$ cat src/sv/cwm_pkg.sv
// Shared types and constants for the wavelet magnitude filter.
// No dependencies; the front end, back end, top, checkers and testbench import it.
package cwm_pkg;

   localparam int SAMPLE_BITS = 16;

   localparam logic [1:0] ACT_LOAD   = 2'd0;
   localparam logic [1:0] ACT_PUSH   = 2'd1;
   localparam logic [1:0] ACT_CLEAR  = 2'd2;
   localparam logic [1:0] ACT_UNUSED = 2'd3;

   localparam logic CSR_TAP_COUNT    = 1'b0;
   localparam logic CSR_RESULT_SHIFT = 1'b1;

   localparam logic [8:0] TAP_COUNT_RESET    = 9'd256;
   localparam logic [4:0] RESULT_SHIFT_RESET = 5'd15;

   typedef struct packed {
      logic [1:0]                    action;
      logic [7:0]                    tap_index;
      logic signed [15:0]            tap_real;
      logic signed [15:0]            tap_imag;
      logic signed [SAMPLE_BITS-1:0] sample_value;
   } req_type;

   typedef struct packed {
      logic [31:0] magnitude;
      logic        saturated;
   } rsp_type;

   typedef struct packed {
      logic [8:0] tap_count;
      logic [4:0] result_shift;
   } cfg_type;

endpackage

$ cat src/sv/cwm_front.sv
// Front end: accepts request transfers, drops those with no effect, and
// queues the rest in a two-entry FIFO. Depends on cwm_pkg.
module cwm_front #(
   parameter int MAX_TAPS = 256
) (
   input  logic             clock,
   input  logic             reset,
   input  logic             req_valid,
   output logic             req_ready,
   input  cwm_pkg::req_type req_data,
   output logic             cmd_valid,
   input  logic             cmd_ready,
   output cwm_pkg::req_type cmd_data
);
   import cwm_pkg::*;

   req_type    entry_ff [2];
   logic       wr_ptr_ff, wr_ptr_in;
   logic       rd_ptr_ff, rd_ptr_in;
   logic [1:0] count_ff, count_in;
   logic       keep, push, pop;

   // classify: keep pushes, clears and in-range loads
   always_comb begin
      case (req_data.action)
         ACT_LOAD:            keep = int'(req_data.tap_index) < MAX_TAPS;
         ACT_PUSH, ACT_CLEAR: keep = 1'b1;
         default:             keep = 1'b0;
      endcase
   end

   assign req_ready = count_ff != 2'd2;
   assign push      = req_valid && req_ready && keep;
   assign cmd_valid = count_ff != 2'd0;
   assign pop       = cmd_valid && cmd_ready;
   assign cmd_data  = entry_ff[rd_ptr_ff];

   // advance pointers and count
   always_comb begin
      wr_ptr_in = push ? ~wr_ptr_ff : wr_ptr_ff;
      rd_ptr_in = pop ? ~rd_ptr_ff : rd_ptr_ff;
      count_in  = count_ff + 2'(push) - 2'(pop);
   end

   always_ff @(posedge clock) begin
      if (reset) begin
         wr_ptr_ff <= 1'b0;
         rd_ptr_ff <= 1'b0;
         count_ff  <= 2'd0;
      end else begin
         wr_ptr_ff <= wr_ptr_in;
         rd_ptr_ff <= rd_ptr_in;
         count_ff  <= count_in;
      end
   end

   // store queued entry
   always_ff @(posedge clock) begin
      if (push) begin
         entry_ff[wr_ptr_ff] <= req_data;
      end
   end
endmodule

$ cat config.mk
export PLATFORM = sky130hd
export DESIGN_NAME = cwm_front
export DESIGN_NICKNAME = d
export VERILOG_FILES = /design/src/sv/cwm_pkg.sv /design/src/sv/cwm_front.sv
export SDC_FILE = /design/constraint.sdc
export NUM_CORES = 1
export LEC_CHECK = 0
export ABC_AREA = 1
export BUFFER_PORTS_ARGS = -buffer_cell sky130_fd_sc_hd__clkbuf_2
export CAP_MARGIN = 20
export CORE_MARGIN = 5
export CORE_UTILIZATION = 40
export DETAILED_ROUTE_END_ITERATION = 7
export PLACE_DENSITY = 0.64
export SYNTH_ARGS = -nofsm -noshare
export SYNTH_HDL_FRONTEND = slang
export SYNTH_SLANG_ARGS = --single-unit
$ cat constraint.sdc
create_clock -name clock -period 7.1 [get_ports clock]
set_clock_uncertainty 0.05 [all_clocks]
set_input_delay 0 -clock clock [delete_from_list [all_inputs] [get_ports clock]]
set_output_delay 0 -clock clock [all_outputs]
set_load 0.005 [all_outputs]
### Yosys cells after proc, flatten, opt, wreduce, memory -nomap -nowiden

Memory sizes are Yosys's and may differ from the RTL's. A register that Yosys moved wholly into a read port is not among the register bits.
Cells that the tools add are included.

| word-level totals | value |
|---|---|
| register bits | 4 |
| RAM bits | 116 |
| bits of input ports | 62 |
| output and inout port bits | 60 |
| logic and storage cells | 22 |
| memories | 1 |

Memory list:

| name | words | width | rd ports | clocked after memory_dff | wr ports | line | source |
|---|---|---|---|---|---|---|---|
| entry_ff | 2 | 58 | 1 | 1 | 1 | cwm_front.sv:17 | `req_type entry_ff [2];` |

| cells by class | value |
|---|---|
| add/sub/neg operators | 2 |
| eq/ne operators | 3 |
| muxes and demuxes | 5 |
| bitwise gates (word level) | 2 |
| reduce and logical (&&, ||, !) cells | 6 |

Operator list:

| kind | count |
|---|---|
| two-way mux 1 bit | 5 |
| logical AND 1 bit | 3 |
| OR reduction 3 bit | 1 |
| adder 2 x 1 -> 2 bit | 1 |
| == test 2 x 1 -> 1 bit (second input constant) | 1 |
| == test 2 bit (second input constant) | 1 |
| zero test 2 bit | 1 |
| inequality test 2 bit (second input constant) | 1 |
| inverter 1 bit | 2 |
| nonzero test 2 bit | 1 |
| subtractor 2 x 1 -> 2 bit | 1 |

### Longest topological paths before layout

| logic depth | value |
|---|---|
| depth in word-level cells | 6 |
| mapped depth | 11 |
| depth with buffers taken out | 11 |

### Worst setup path before layout

OpenSTA, ideal clock, no wires.

| timing | value |
|---|---|
| kind | register to register |
| start | register count_ff[0] |
| end | memory entry_ff[1][0] (netlist name) (enable) |
| arrival time | 3.143 ns |
| data required time | 6.574 ns |
| setup slack | 3.432 ns |
| cell stages (with the launch flop) | 5 |
| path buffers | 0 |
| path through | dfxtp_1 > inv_1 > nand2_1 > nand3_1 > nor2_1 |

| between the ends | value |
|---|---|
| longest elaborated chain between the ends | 5 |

Ends and longest elaborated chain:

| what | line | source |
|---|---|---|
| from (decl) | cwm_front.sv:20 | `logic [1:0] count_ff, count_in;` |
| from (signal assigned) | cwm_front.sv:53 | `count_ff <= count_in;` |
| inequality test 2 bit | cwm_front.sv:32 | `assign req_ready = count_ff != 2'd2;` |
| net req_ready | cwm_front.sv:9 | `output logic req_ready,` |
| logical AND 1 bit (2 in a row) | cwm_front.sv:33 | `assign push = req_valid && req_ready && keep;` |
| two-way mux 1 bit | cwm_front.sv:59 | `if (push) begin` |
| two-way mux 1 bit (implied by the code) | cwm_front.sv:60 | `entry_ff[wr_ptr_ff] <= req_data;` |
| to (decl) | cwm_front.sv:17 |  |

The timed path passes the listed nets, and every way through them passes these cells.

### Final worst setup path

| timing | value |
|---|---|
| start | register count_ff[0] |
| end | memory entry_ff[1][25] (netlist name) (enable) |

| between the ends | value |
|---|---|
| longest elaborated chain between the ends | 5 |

Ends and longest elaborated chain:

| what | line |
|---|---|
| inequality test 2 bit | cwm_front.sv:32 |
| logical AND 1 bit (2 in a row) | cwm_front.sv:33 |
| two-way mux 1 bit | cwm_front.sv:59 |
| two-way mux 1 bit (implied by the code) | cwm_front.sv:60 |

Every way passes these cells.

==> run_results.csv <==
group,metric,value,unit
cells_and_area,nNetsFinal,477,
floorplanning,die-area,0.0135,mm^2
logic_synthesis,syn_area_per_cell,20.7,um^2
clocking,clock_latency,400,ps
floorplanning,num_rows,38,
cells_and_area,stdcell_area,0.00648,mm^2
grt,grt_pass1_wl,13.0,mm
drt,drc,0,
clocking,clock_path_buffers,2,
sta,slew-limit-headroom,0.394,
drt,drtIter0Drc,71,
place,dp_hpwl,5.20,mm
setup_path,path_buf_inv,2,
clocking,post-cts-setup-buffers,0,
drt,vias,2550,
drt,routed_wl,8.45,mm
sta,max_freq,406,MHz
grt,grt_util_all_layers,0.128,
logic_synthesis,yosysSeqAreaShare,0.795,
grt,antenna_found_initial,0,
logic_synthesis,syn_area,0.00451,mm^2
logic_synthesis,synth-seq-cells,121,
place,gp_congestion,0.752,
grt,grt_max_degree,59,
cells_and_area,syn2layout_area_growth,43.9,%
setup_path,worst_path_dominant_cell_family,"simple AND/OR/NAND/NOR gates",
setup_path,cp_slowest_cell,"nor2_4",
floorplanning,die_h,116,um
place,io_buffers,121,
drt,vias_per_cell,4.49,
setup_path,required,7090,ps
drt,dr.pass1.iters,4,
place,placed_area,0.00527,mm^2
clocking,cts_resized,0,
power_and_ir_drop,powerDensity,338,mW/mm^2
cells_and_area,final_common_cell,"clkbuf_2",
sta,setup_ws,4640,ps
grt,grt_pass1_vias,2724,
worst_hold_path,hold_class,"primary input to flip-flop",
grt,grt.overflow.total,0,
power_and_ir_drop,p_leak,0.00255,uW
sta,setup_viol,0,
clocking,clock_sinks,121,
cells_and_area,drive_gt1_frac,0.496,
sta,tightest_slew,909,ps
status,status,"complete, no violations",
sta,fin_crit_sh,0.347,
setup_path,critPathKind,"flip-flop to flip-flop",
sta,slew_viol_final,0,
floorplanning,pin_count,122,
floorplanning,die_w,116,um
logic_synthesis,async_flop_share,0,
setup_path,crit_fanout,33,
cells_and_area,most-common-layout-cells,"121 x clkbuf_2, 116 x edfxtp_1, 60 x dlygate4sd3_1",
logic_synthesis,synth_nets,281,
clocking,numCtsBuffers,17,
logic_synthesis,ys.warnings.count,0,
floorplanning,initial_core_util,0.412,
sta,rsz0062_at_grt,"no",
drt,wl_per_cell,14.9,um
drt,drtAntennaViolNets,0,
run,drv_cap,0,
clocking,htreeDepth,4,
place,dp_slack,4620,ps
setup_path,critPathArrivalTime,2450,ps
setup_path,worst_setup_path_end_kind,"flip-flop",
floorplanning,coreArea,0.0109,mm^2
sta,min_period,2460,ps
sta,finalHoldViolCount,0,
sta,holdWs,146,ps
clocking,tritoncts,"yes",
clocking,cts_root_buf,"clkbuf_16",
clocking,clk_pin_slew,60,ps
logic_synthesis,synthDistinctLibCells,15,
clocking,hold_buffers,60,
setup_path,slowest_delay,730,ps
logic_synthesis,ys.flop_type,"edfxtp_1",
logic_synthesis,postSynthCellCount,218,
setup_path,crit_chain,"inv_1 > nand2_1 > nand3_1 > nor2_4 > buf_4",
sta,fin_setup_tns,0,ps
power_and_ir_drop,vdd.ir_drop.worst,0.186,mV
logic_synthesis,synth_edf_count,116,
setup_path,cp-start-kind,"flip-flop",
==> power by group <==
| group | switching, uW | internal (uW) | total [uW] |
|---|---|---|---|
| sequential | 63.4 | 879 | 942 |
| combinational | 155 | 218 | 373 |
| clock | 290 | 585 | 875 |
| total | 508 | 1680 | 2190 |
==> sequential cells by signal (all words and copies together), names as in the netlist, named ones only <==
signal / cells
entry_ff: 116
rd_ptr_ff: 1
count_ff: 2
wr_ptr_ff: 1
==> through the flow <==
stage | util | power, uW | instances
final | 0.593 | 2190 | 568
after global placement | 0.482 | 1310 | 475
after detailed placement | 0.482 | 1310 | 475
after CTS | 0.593 | 2220 | 567
after global routing | 0.593 | 2290 | 567
after floorplan | - | 1160 | 218
==> cell type report <==
type / instances / area (um^2)
Antenna cell: 1 / 2.50
Clock buffer: 19 / 433
Clock inverter: 13 / 176
Fill cell: 839 / 4450
Inverter: 9 / 33.8
Multi-Input combinational cell: 82 / 856
Sequential cell: 121 / 3590
Tap cell: 140 / 175
Timing Repair Buffer: 183 / 1220
==> kinds of logic after synthesis <==
| family | synth area share |
|---|---|
| AO/OA/AOI/OAI | 0.00555 |
| AND/OR/NAND/NOR | 0.0147 |
| buffers and inverters | 0.0183 |
| flip-flops | 0.795 |
| multiplexers | 0.162 |
| adder cells (fa/ha/maj) | 0.00278 |
| XOR/XNOR | 0.00194 |
==> Yosys cell counts (2+ instances only) <==
cell type,number,share of area
buf_2,3,0.0033
nor2_1,7,0.0058
buf_6,3,0.0075
nand2_1,8,0.0067
dfxtp_1,5,0.022
edfxtp_1,116,0.77
a21oi_1,3,0.0033
mux2_4,20,0.067
mux2_2,38,0.095
inv_1,9,0.0075
nand3_1,2,0.0022
==> final timing paths <==
path,endpoint,from,cells past startpoint,slack (ps)
worst max register to register,entry_ff[1][25],count_ff[0],5,4640
worst min-delay path,wr_ptr_ff,req_valid,5,150
worst min register to register,flip-flop,rd_ptr_ff,2,420
worst max-delay path,entry_ff[1][25],count_ff[0],5,4640
==> routing by layer <==
| metal | vias up | part of all wire | track usage |
|---|---|---|---|
| met2 | 86 | 0.51 | 0.222 |
| li1 | 1237 | - | - |
| met4 | 0 | 0.0028 | 0.0487 |
| met5 | - | 0 | 0 |
| met1 | 1225 | 0.42 | 0.148 |
| met3 | 2 | 0.064 | 0.0425 |
==> tightest hold or removal path, stage by stage <==
cell      delay (ps)
clkbuf_2          80
nand3_1          290
nand2_1           90
nand2_1           50
nor2_1            30
Note: power is estimated with default switching activity, not from simulation.
